$ cat src/hdl/assert_macros.svh
// Assertion macros shared by the frame receiver RTL.
// Depends on: nothing; users provide clock and reset signals named clock and reset.
`ifndef ASSERT_MACROS_SVH
`define ASSERT_MACROS_SVH

// Clocked property check, disabled while reset is high.
`define ASSERT_CLK(label, prop, msg) \
   label: assert property (@(posedge clock) disable iff (reset) (prop)) else $error(msg);

// Check that holds at every edge, reset included.
`define ASSERT_ALWAYS(label, prop, msg) \
   label: assert property (@(posedge clock) (prop)) else $error(msg);

`endif

$ cat src/hdl/sfsp_pkg.sv
// Package for the serial frame to serpentine pixel receiver.
// Holds panel geometry, field widths, parse phase and write types; no dependencies.
`timescale 1ns / 1ps
`default_nettype none

package sfsp_pkg;

   localparam int PANEL_COLS   = 81;
   localparam int PANEL_ROWS   = 12;
   localparam int FRAME_PIXELS = PANEL_ROWS * PANEL_COLS;

   localparam int BYTE_W      = 8;
   localparam int LED_INDEX_W = 10;
   localparam int CHAN_W      = 2;
   localparam int LEN_W       = 2 * BYTE_W;
   localparam int ROW_W       = (PANEL_ROWS > 1) ? $clog2(PANEL_ROWS) : 1;
   localparam int COL_W       = $clog2(PANEL_COLS);

   localparam logic [BYTE_W-1:0] SYNC_FIRST  = 8'h55;
   localparam logic [BYTE_W-1:0] SYNC_SECOND = 8'hAA;

   localparam logic [CHAN_W-1:0] CH_RED   = 2'd0;
   localparam logic [CHAN_W-1:0] CH_GREEN = 2'd1;
   localparam logic [CHAN_W-1:0] CH_BLUE  = 2'd2;

   typedef enum logic [2:0] {
      PH_HUNT    = 3'd0,
      PH_SYNC2   = 3'd1,
      PH_LEN_LO  = 3'd2,
      PH_LEN_HI  = 3'd3,
      PH_PAYLOAD = 3'd4
   } phase_type;

   typedef struct packed {
      logic                   valid;
      logic [LED_INDEX_W-1:0] led_index;
      logic [CHAN_W-1:0]      color_channel;
      logic [BYTE_W-1:0]      color_value;
      logic                   frame_done;
   } pix_wr_type;

endpackage

`default_nettype wire

$ cat src/hdl/sfsp_parser.sv
// Frame parser: sync hunt, length check and serpentine pixel addressing.
// Depends on sfsp_pkg and assert_macros.svh.
`timescale 1ns / 1ps
`default_nettype none
`include "assert_macros.svh"

module sfsp_parser
   import sfsp_pkg::*;
(
   input  wire logic              clock,
   input  wire logic              reset,
   input  wire logic              byte_valid,
   input  wire logic [BYTE_W-1:0] rx_byte,
   output pix_wr_type             wr
);

   localparam logic [ROW_W-1:0]       ROW_LAST   = ROW_W'(PANEL_ROWS - 1);
   localparam logic [COL_W-1:0]       COL_LAST   = COL_W'(PANEL_COLS - 1);
   localparam logic [LED_INDEX_W-1:0] ROW_STRIDE = LED_INDEX_W'(PANEL_COLS);
   localparam logic [LEN_W-1:0]       FRAME_LEN  = LEN_W'(FRAME_PIXELS);

   phase_type              phase_ff, phase_in;
   logic [BYTE_W-1:0]      len_lo_ff, len_lo_in;
   logic [ROW_W-1:0]       row_ff, row_in;
   logic [COL_W-1:0]       col_ff, col_in;
   logic [CHAN_W-1:0]      chan_ff, chan_in;
   logic [LED_INDEX_W-1:0] idx_ff, idx_in;

   logic row_end;
   logic last;

   always_ff @(posedge clock) begin
      if (reset) begin
         phase_ff  <= PH_HUNT;
         len_lo_ff <= '0;
         row_ff    <= '0;
         col_ff    <= '0;
         chan_ff   <= CH_RED;
         idx_ff    <= '0;
      end else begin
         phase_ff  <= phase_in;
         len_lo_ff <= len_lo_in;
         row_ff    <= row_in;
         col_ff    <= col_in;
         chan_ff   <= chan_in;
         idx_ff    <= idx_in;
      end
   end

   assign row_end = (col_ff == COL_LAST);
   assign last    = (row_ff == ROW_LAST) && row_end && (chan_ff == CH_BLUE);

   always_comb begin
      phase_in  = phase_ff;
      len_lo_in = len_lo_ff;
      row_in    = row_ff;
      col_in    = col_ff;
      chan_in   = chan_ff;
      idx_in    = idx_ff;

      wr.valid         = 1'b0;
      wr.led_index     = idx_ff;
      wr.color_channel = chan_ff;
      wr.color_value   = rx_byte;
      wr.frame_done    = last;

      if (byte_valid) begin
         case (phase_ff)
            PH_HUNT: begin
               phase_in = (rx_byte == SYNC_FIRST) ? PH_SYNC2 : PH_HUNT;
            end
            PH_SYNC2: begin
               phase_in = (rx_byte == SYNC_SECOND) ? PH_LEN_LO : PH_HUNT;
            end
            PH_LEN_LO: begin
               len_lo_in = rx_byte;
               phase_in  = PH_LEN_HI;
            end
            PH_LEN_HI: begin
               if ({rx_byte, len_lo_ff} == FRAME_LEN) begin
                  row_in   = '0;
                  col_in   = '0;
                  chan_in  = CH_RED;
                  idx_in   = '0;
                  phase_in = PH_PAYLOAD;
               end else begin
                  phase_in = PH_HUNT;
               end
            end
            PH_PAYLOAD: begin
               wr.valid = 1'b1;
               if (last) begin
                  row_in   = '0;
                  col_in   = '0;
                  chan_in  = CH_RED;
                  idx_in   = '0;
                  phase_in = PH_HUNT;
               end else if (chan_ff != CH_BLUE) begin
                  chan_in = chan_ff + 1'b1;
               end else begin
                  chan_in = CH_RED;
                  if (!row_end) begin
                     col_in = col_ff + 1'b1;
                     // odd rows run backward along the strip
                     idx_in = row_ff[0] ? (idx_ff - 1'b1) : (idx_ff + 1'b1);
                  end else begin
                     col_in = '0;
                     row_in = row_ff + 1'b1;
                     // row turn: next row starts directly one stride further
                     idx_in = idx_ff + ROW_STRIDE;
                  end
               end
            end
            default: begin
               phase_in = PH_HUNT;
            end
         endcase
      end
   end

   `ASSERT_CLK(a_done_on_blue, (wr.valid && wr.frame_done) |-> (wr.color_channel == CH_BLUE),
      "frame_done on a non-blue write")
   `ASSERT_CLK(a_hunt_after_done, (wr.valid && wr.frame_done) |=> (phase_ff == PH_HUNT),
      "parser not hunting after frame end")
   `ASSERT_CLK(a_frame_start, (byte_valid && phase_ff == PH_LEN_HI && {rx_byte, len_lo_ff} == FRAME_LEN) |=> (phase_ff == PH_PAYLOAD && idx_ff == '0 && chan_ff == CH_RED),
      "payload did not start at strip origin")
   `ASSERT_CLK(a_write_only_payload, wr.valid |-> (phase_ff == PH_PAYLOAD && byte_valid),
      "pixel write outside payload")

endmodule

`default_nettype wire

$ cat src/hdl/serial_frame_to_serpentine_pixels_core.sv
// Top level of the serial frame to serpentine pixel receiver.
// Depends on sfsp_pkg, sfsp_parser and assert_macros.svh.
//
//   channel | direction | handshake            | payload
//   req     | in        | req_valid/req_ready  | req_rx_byte
//   rsp     | out       | rsp_valid/rsp_ready  | rsp_led_index, rsp_color_channel,
//           |           |                      | rsp_color_value, rsp_frame_done
//
// One byte per cycle while req_ready is high; a pixel write appears in the cycle after its payload byte transfer.
// The result register is the only stage: req_ready is low only while it holds an untaken write.
// Header and dropped bytes give no write.
// Synchronous active-high reset returns the parser to sync hunting and empties the result register.
`timescale 1ns / 1ps
`default_nettype none
`include "assert_macros.svh"

module serial_frame_to_serpentine_pixels_core
   import sfsp_pkg::*;
(
   input  wire logic                   clock,
   input  wire logic                   reset,
   input  wire logic                   req_valid,
   output      logic                   req_ready,
   input  wire logic [BYTE_W-1:0]      req_rx_byte,
   output      logic                   rsp_valid,
   input  wire logic                   rsp_ready,
   output      logic [LED_INDEX_W-1:0] rsp_led_index,
   output      logic [CHAN_W-1:0]      rsp_color_channel,
   output      logic [BYTE_W-1:0]      rsp_color_value,
   output      logic                   rsp_frame_done
);

   pix_wr_type wr;
   logic       rsp_valid_ff;
   pix_wr_type rsp_ff;
   logic       req_xfer;

   assign req_ready = !rsp_valid_ff || rsp_ready;
   assign req_xfer  = req_valid && req_ready;

   sfsp_parser u_parser (
      .clock      (clock),
      .reset      (reset),
      .byte_valid (req_xfer),
      .rx_byte    (req_rx_byte),
      .wr         (wr)
   );

   always_ff @(posedge clock) begin
      if (reset) begin
         rsp_valid_ff <= 1'b0;
      end else if (req_ready) begin
         rsp_valid_ff <= wr.valid;
      end
   end

   always_ff @(posedge clock) begin
      if (req_ready) begin
         rsp_ff <= wr;
      end
   end

   assign rsp_valid         = rsp_valid_ff;
   assign rsp_led_index     = rsp_ff.led_index;
   assign rsp_color_channel = rsp_ff.color_channel;
   assign rsp_color_value   = rsp_ff.color_value;
   assign rsp_frame_done    = rsp_ff.frame_done;

   `ASSERT_CLK(a_write_from_byte, (rsp_valid && !$past(rsp_valid)) |-> $past(req_xfer),
      "result appeared without a byte transfer")
   `ASSERT_ALWAYS(a_reset_empties, reset |=> !rsp_valid,
      "result register not emptied by reset")

endmodule

`default_nettype wire

$ cat config.mk
export PLATFORM = sky130hd
export DESIGN_NAME = serial_frame_to_serpentine_pixels_core
export DESIGN_NICKNAME = d
export VERILOG_FILES = /design/src/hdl/sfsp_pkg.sv /design/src/hdl/sfsp_parser.sv /design/src/hdl/serial_frame_to_serpentine_pixels_core.sv
export VERILOG_INCLUDE_DIRS = /design/src /design/src/hdl
export SDC_FILE = /design/constraint.sdc
export NUM_CORES = 1
export LEC_CHECK = 0
export ABC_AREA = 1
export BUFFER_PORTS_ARGS = -buffer_cell sky130_fd_sc_hd__buf_2
export CAP_MARGIN = 20
export CORE_MARGIN = 2
export CORE_UTILIZATION = 35
export CTS_CLUSTER_DIAMETER = 150
export DETAILED_ROUTE_END_ITERATION = 16
export PLACE_DENSITY = 0.61
export RECOVER_POWER = 25
export SYNTH_ARGS = -nofsm -noshare
export SYNTH_HDL_FRONTEND = slang
export SYNTH_SLANG_ARGS = --single-unit
$ cat constraint.sdc
create_clock -name clock -period 2.31 [get_ports clock]
set_input_delay 0.462 -clock clock [delete_from_list [all_inputs] [get_ports clock]]
set_output_delay 0.462 -clock clock [all_outputs]
set_load 0.02 [all_outputs]
==> results of run 1 <==
-- path summary, 6_finish.rpt --
check	to	start	cells after the start	slack [ns]
worst min-delay path	rsp_color_value[6]$_DFFE_PN_	req_rx_byte[6]	1	0.42
worst max register to register	u_parser.idx_ff[9]$_SDFFE_PP0P_	u_parser.col_ff[0]$_SDFFE_PP0P_	13	0.15
worst min register to register	rsp_led_index[7]$_DFFE_PN_	u_parser.idx_ff[7]$_SDFFE_PP0P_	0	0.49
worst max-delay path	u_parser.idx_ff[9]$_SDFFE_PP0P_	u_parser.col_ff[0]$_SDFFE_PP0P_	13	0.15
-- worst reg2reg max path: stages (launching register included) --
cell and delay, ns:
dfxtp_2 0.37, inv_1 0.06, ha_1 0.20, nand2_1 0.07, inv_2 0.04, nand3_4 0.12
nand2_1 0.10, ha_1 0.37, inv_1 0.07, o21ai_0 0.24, a21oi_1 0.13, nand4_1 0.11
nand3_1 0.08, a21oi_1 0.13
-- cells in the final DEF, fill, tap and decap left out, drive strengths merged --
master	n
nand2	81
inv	60
nor2	37
dfxtp	35
buf	34
a21oi	33
nand3	28
edfxtp	21
o21ai	20
clkbuf	14
nor3	10
nor4	8
ha	8
nand4	6
xor2	6
a31oi	2
o21bai	1
o2111ai	1
and3	1
a21boi	1
clkinv	1
-- cells in the mapped netlist --
library cell | count | area, sq um
nor4_1 | 8 | 50.1
edfxtp_1 | 21 | 631
nor3_2 | 1 | 10.0
nor2_1 | 31 | 116
nand3_2 | 4 | 40.0
a21boi_4 | 1 | 18.8
nand2_1 | 66 | 248
nor2_4 | 2 | 22.5
clkbuf_1 | 3 | 11.3
xor2_1 | 6 | 52.6
nand2_4 | 5 | 56.3
o21ai_0 | 20 | 100
nor3_1 | 9 | 45.0
inv_2 | 6 | 22.5
ha_1 | 8 | 100
and3_1 | 1 | 6.26
o21bai_1 | 1 | 7.51
o2111ai_1 | 1 | 8.76
a31oi_1 | 2 | 12.5
inv_4 | 1 | 6.26
dfxtp_1 | 35 | 701
a21oi_1 | 33 | 165
inv_1 | 52 | 195
buf_4 | 2 | 15.0
nand2_2 | 10 | 62.6
nand4_1 | 6 | 37.5
nand3_4 | 1 | 17.5
nand3_1 | 23 | 115
nor2_2 | 4 | 25.0
-- layer usage --
metal	track usage, %	vias up
li1	-	1284
met1	19.9	1140
met2	22.6	58
met3	2.13	8
met4	6.16	0
met5	0	-
-- layout make-up --
class | count | area share (%)
multi-input combinational | 243 | 39.8
sequential | 56 | 40.0
inverter | 59 | 6.72
clock inverter | 2 | 0.413
clock buffer | 6 | 2.48
timing repair buffer | 42 | 6.61
tap | 105 | 3.94
-- power groups by stage --
stage / Combinational, mW / Clock (mW) / Sequential (mW)
6_report: 0.0817 / 0.568 / 1.04
5_1_grt: 0.0901 / 0.619 / 1.04
4_1_cts: 0.0830 / 0.592 / 1.04
3_5_place_dp: 0.0827 / 0 / 1.06
3_3_place_gp: 0.0820 / 0 / 1.06
2_1_floorplan: 0.0382 / 0 / 1.07
-- flip-flops by register name, summed over array words and instances (netlist names) --
| signal | count |
|---|---|
| rsp_valid | 1 |
| u_parser.chan_ff | 2 |
| rsp_led_index | 10 |
| u_parser.idx_ff | 10 |
| rsp_frame_done | 1 |
| u_parser.row_ff | 4 |
| rsp_color_channel | 2 |
| u_parser.phase_ff | 3 |
| u_parser.col_ff | 7 |
| u_parser.len_lo_ff | 8 |
| rsp_color_value | 8 |
-- metrics by stage --
| stage | power [mW] | worst slack, ns | hold slack [ns] |
|---|---|---|---|
| global placement | 1.15 | 0.128 | 0.461 |
| finish | 1.69 | 0.155 | 0.418 |
| detailed placement | 1.15 | 0.0569 | 0.463 |
| CTS | 1.72 | 0.0271 | 0.355 |
| floorplan | 1.11 | 0.214 | 0.437 |
| global route | 1.75 | -0.0263 | 0.424 |
-- kinds of logic (layout without fill, tap and decap cells) --
kind of cell	after synthesis	after routing	share of synthesized area, %
and+or+nand+nor	171	171	29.4
adders and majority gates	8	8	3.45
DFF	56	56	45.9
xor gates and xnor gates	6	6	1.81
buffers and inverters	64	109	8.63
AOI/OAI and AO/OA	58	58	10.8
-- timing repair --
action / CTS / global route
setup buffers: 0 / 2
gates resized for setup: 0 / 8
setup endpoints to repair: 0 / 5
==> impl_metrics.toml, run 1 <==
[sta]
tns_ns = 0
min_period_ns = 2.16
hold_violations = 0
finalClockSkew_ns = 0.00971
post-route-period-util_pct = 93.3
worstMarginPinSlew_ns = 0.522
max_freq_mhz = 464
slew_viol_final = 0
setup_violations = 0
maxSlewHeadroom_pct = 65.2
rsz0062_at_grt = "yes"

[place]
port_buffers = 34
placed_cells = 503
gp_congestion = 0.852
hpwl_microns = 4700
dpl_cell_area_sq_um = 3220

[synthesis]
synth_cell_type_count = 29
ys_ff_latch = 56
syn_avg_cell_area_sq_um = 7.99
synth_cells = 363
seq_area_frac_synth_pct = 45.9
syn-cell-area_sq_um = 2900
syn_nets = 383
ys.warnings.count = 0

[clock_network]
htree_num_levels = 2
cts_buffers = 5
cts_sinks = 56
clock-root-buffer = "clkbuf_8"
cts-hold-fix-buffers = 0
cts_buffer_depth = 2
cts_tree = "built"
clk_latency_ns = 0.31
clk_pin_slew_ns = 0.10

[setup_path]
crit_path_cell_trace = "inv_1 -> ha_1 -> nand2_1 -> inv_2 -> nand3_4 -> nand2_1 -> ha_1 -> inv_1 -> o21ai_0 -> a21oi_1 -> nand4_1 -> nand3_1 -> a21oi_1"
crit_slowest_cell = "dfxtp_2"
endpoint_kind = "register"
cp-start-kind = "register"
critPathArrivalTime_ns = 2.40
critPathKind = "reg2reg"
slowest_delay_ns = 0.37
critical_path_buf_inv_count = 3
crit_family = "adder cells"
required_ns = 2.55
critPathMaxFanout = 7

[route]
wl_microns = 6140
wl_per_cell_microns = 12.0
drt_iter0_drc = 75
ant_nets = 0
wl_met2_microns = 2830
avgViaCountPerCell = 4.85
first_pass_iters = 4
vias = 2490
drcViolationCount = 0
wl_met3_microns = 179
top_layer_used = "met4"
met1_length_microns = 2990

[power]
vdd_drop_max_uv = 245
power_density_nw_per_um2 = 508
power_frac_seq_pct = 61.6
p_leak_nw = 1.45
p_comb_share_pct = 4.8
p_int_mw = 1.30
swShare_pct = 23.0
switchingPower_mw = 0.388
pwr-share-clk_pct = 33.6

[finish]
finalNetCount = 427
num-fill-cells = 833
postLayoutCoreUtil_pct = 40.9
drive_gt1_share_pct = 20.3
design_area_sq_um = 3330
multi_input_area_sq_um = 1330
antennaDiodeCount = 0
area_delta_synth_final_pct = 14.9
regArea_sq_um = 1330
finalNonFillerCells = 513

[die]
io_pins = 35
core_sq_um = 8130
die_h_microns = 95.0
row_count = 33
initial_core_util_pct = 35.6
die_area_sq_um = 9030
die_w_microns = 95.0

[min_path]
min_path_type = "in2reg"

[run]
max_cap_violations = 0

[global_route]
grt_pass1_wl_microns = 10400
grt_pass1_vias = 2312
grt_usage_pct = 14.4
grt_max_degree = 24
grt.overflow.total = 0
antenna_found_initial = 0

[status]
outcome = "complete, no violations"
No activity file was read; power rests on OpenSTA's default activity.
==> inputs of run 2 (changes only) <==
--- a/config.mk
+++ b/config.mk
@@ -6,7 +6,6 @@
 export SDC_FILE = /design/constraint.sdc
 export NUM_CORES = 1
 export LEC_CHECK = 0
-export ABC_AREA = 1
 export BUFFER_PORTS_ARGS = -buffer_cell sky130_fd_sc_hd__buf_2
 export CAP_MARGIN = 20
 export CORE_MARGIN = 2
==> run 2 against run 1 <==
The run now ends with setup timing left; hold slack better by 0.042 ns; via count down 8.7%; synthesized cell count decreased by 25%; wire length is 1.3% lower; count of clock-buffer cells in the layout decreased by 1; non-clock buffer count up 46; cell area rose by 7.0%; core utilization increased by 5.7 points; die area is 5.2% lower; combinational power fell by 27%; fmax down 19%.
==> impl_metrics.toml, run 2 <==
[finish]
layout_common_cells = "buf_4, buf_2, dfxtp_1, nor2_1, edfxtp_1"
antennaDiodeCount = 0
drive_gt1_share_pct = 32.4
finalNetCount = 371
finalNonFillerCells = 454
area_delta_synth_final_pct = 30.0
final_common_cell = "buf_4"

[clock_network]
cts_buffers = 5
clk_pin_slew_ns = 0.10
cts-hold-fix-buffers = 0
cts_buffer_depth = 2
clk_latency_ns = 0.31
htree_num_levels = 2
clock-root-buffer = "clkbuf_8"
cts_tree = "built"
cts_sinks = 56

[setup_path]
critical_path_buf_inv_count = 1
reg2reg_depth = 10
path_depth = 10
slowest_delay_ns = 0.56
timing.rr.start = "u_parser.col_ff[2]$_SDFFE_PP0P_"
reg2reg_slack_ns = -0.36
crit_family = "simple AND/OR/NAND/NOR gates"
crit_slowest_cell = "or4b_4"
crit_path_cell_trace = "or4b_4 -> or2_1 -> nand2b_1 -> buf_4 -> ha_4 -> a31oi_1 -> o311ai_0 -> o31ai_1 -> nor4bb_1 -> a311o_1"
critPathArrivalTime_ns = 2.87
cp-startpoint = "u_parser.col_ff[2]$_SDFFE_PP0P_"
endpoint_kind = "register"
critPathMaxFanout = 5
r2r-end = "u_parser.idx_ff[9]$_SDFFE_PP0P_"
required_ns = 2.51
crit_end = "u_parser.idx_ff[9]$_SDFFE_PP0P_"
cp-start-kind = "register"
critPathKind = "reg2reg"

[global_route]
top_usage_layer = "met2"
antenna_found_initial = 0
grt_util_met1_pct = 20.1
grt_pass1_wl_microns = 10500
met2_usage_pct = 25.2
grt.met3_usage_pct = 2.69
grt_usage_pct = 15.1
grt.overflow.total = 0
grt_max_degree = 37
grt_pass1_vias = 2183

[sta]
slew_viol_final = 0
post-route-period-util_pct = 116
whs_ns = 0.460
hold_violations = 0
min_period_ns = 2.67
setup_violations = 12
worstMarginPinSlew_ns = 1.33
finalClockSkew_ns = 0.00939
maxSlewHeadroom_pct = 11.5
setup_slack_ns = -0.359
max_freq_mhz = 375
rsz0062_at_grt = "yes"

[synthesis]
yosysMostFrequentCell = "dfxtp_1"
ys.warnings.count = 0
seq_area_frac_synth_pct = 48.6
syn_avg_cell_area_sq_um = 10.0
ys_async_sr_fraction_pct = 0
synthFlopType = "dfxtp_1"
synth_commonest_cells = "dfxtp_1, nor2_1, a21oi_1"
syn-cell-area_sq_um = 2740
synth_area_leaders = "dfxtp_1, edfxtp_1, a21oi_1"
syn_nets = 294
synth.top_cell.area_share_pct = 25.6
synth_area_leader_cell = "dfxtp_1"
synth_cell_type_count = 56
ys_ff_latch = 56
synth_cells = 274
synth-edff-count = 21

[route]
vias = 2273
avgViaCountPerCell = 5.01
first_pass_iters = 4
drcViolationCount = 0
wl_microns = 6060
drt_iter0_drc = 93
wl_per_cell_microns = 13.3
ant_nets = 0

[run]
max_cap_violations = 0

[place]
placed_cells = 442
gp_congestion = 0.861
hpwl_microns = 4460
port_buffers = 34

[die]
die_area_sq_um = 8560
die_w_microns = 92.5
die_h_microns = 92.5
row_count = 32
initial_core_util_pct = 35.8
core_sq_um = 7650
io_pins = 35

[min_path]
min_path_type = "in2reg"
min_delay_path_depth = 3

[status]
violations = "setup timing"
outcome = "finished with violations"

[power]
p_leak_nw = 1.42
power_density_nw_per_um2 = 516
vdd_drop_max_uv = 231
==> run 2: kinds of logic (layout without fill, tap and decap cells) <==
kind of cell / Yosys count / in the layout / synth area share, %
AO/OA/AOI/OAI: 61 / 61 / 15.4
buffers and inverters: 28 / 106 / 4.24
multiplexers: 12 / 12 / 4.43
flip-flops: 56 / 56 / 48.6
XOR/XNOR: 9 / 9 / 2.88
AND/OR/NAND/NOR: 100 / 100 / 20.9
adder cells (fa/ha/maj): 8 / 8 / 3.65
==> run 2: worst min-delay path by stage <==
stage                     slack (ns)                                  to                               start
after global placement          0.47  u_parser.len_lo_ff[3]$_SDFFE_PP0P_  u_parser.len_lo_ff[3]$_SDFFE_PP0P_
after global routing            0.46              rsp_valid$_SDFFE_PP0N_                           req_valid
after detailed placement        0.48          rsp_led_index[4]$_DFFE_PN_     u_parser.idx_ff[4]$_SDFFE_PP0P_
after floorplan                 0.41          rsp_led_index[1]$_DFFE_PN_     u_parser.idx_ff[1]$_SDFFE_PP0P_
final                           0.46              rsp_valid$_SDFFE_PP0N_                           req_valid
after CTS                       0.44        rsp_color_value[1]$_DFFE_PN_                      req_rx_byte[1]
==> run 2: what timing repair did <==
| item | CTS | global route |
|---|---|---|
| setup endpoints to repair | 6 | 22 |
| gates cloned | 0 | 0 |
| setup buffers | 3 | 1 |
| gates resized for setup | 4 | 5 |
| pin swaps | 5 | 3 |
==> run 2: per-layer routing <==
layer / vias up / routed length (microns)
li1: 1166 / -
met1: 1074 / 3020
met2: 28 / 2810
met3: 5 / 154
met4: 0 / 71
met5: - / 0
==> run 2: cell type report <==
cell class,instances,area (sq um)
clock inverter,3,68.8
multi-input combinational,190,1390
sequential,56,1330
tap,102,128
clock buffer,5,68.8
timing repair buffer,88,542
inverter,10,37.5
fill,714,4080
==> run 2: metrics by stage <==
| step | setup slack, ns | util, % | power, mW | cell area (sq um) | TNS [ns] |
|---|---|---|---|---|---|
| floorplan | -0.380 | - | 1.08 | 2820 | -1.09 |
| global placement | -0.354 | 44.3 | 1.11 | 3390 | -3.07 |
| detailed placement | -0.395 | 44.3 | 1.11 | 3390 | -3.49 |
| CTS | -0.344 | 46.7 | 1.87 | 3570 | -1.12 |
| global route | -0.506 | 46.6 | 1.91 | 3560 | -2.98 |
| finish | -0.359 | 46.6 | 1.84 | 3560 | -1.51 |
==> run 2: power breakdown <==
group	leakage (nW)	internal [mW]	total [mW]	switching [mW]
Sequential	0.527	1.02	1.03	0.00136
Clock	0.0687	0.436	0.753	0.317
Combinational	0.821	0.0210	0.0593	0.0382
==> run 2: worst register-to-register path: cells and delay by family (launching register included) <==
family / cells / cell delay [ns]
AOI/OAI and AO/OA: 4 / 0.90
adders and majority gates: 1 / 0.15
and+or+nand+nor: 4 / 1.07
buffers and inverters: 1 / 0.13
DFF: 1 / 0.32
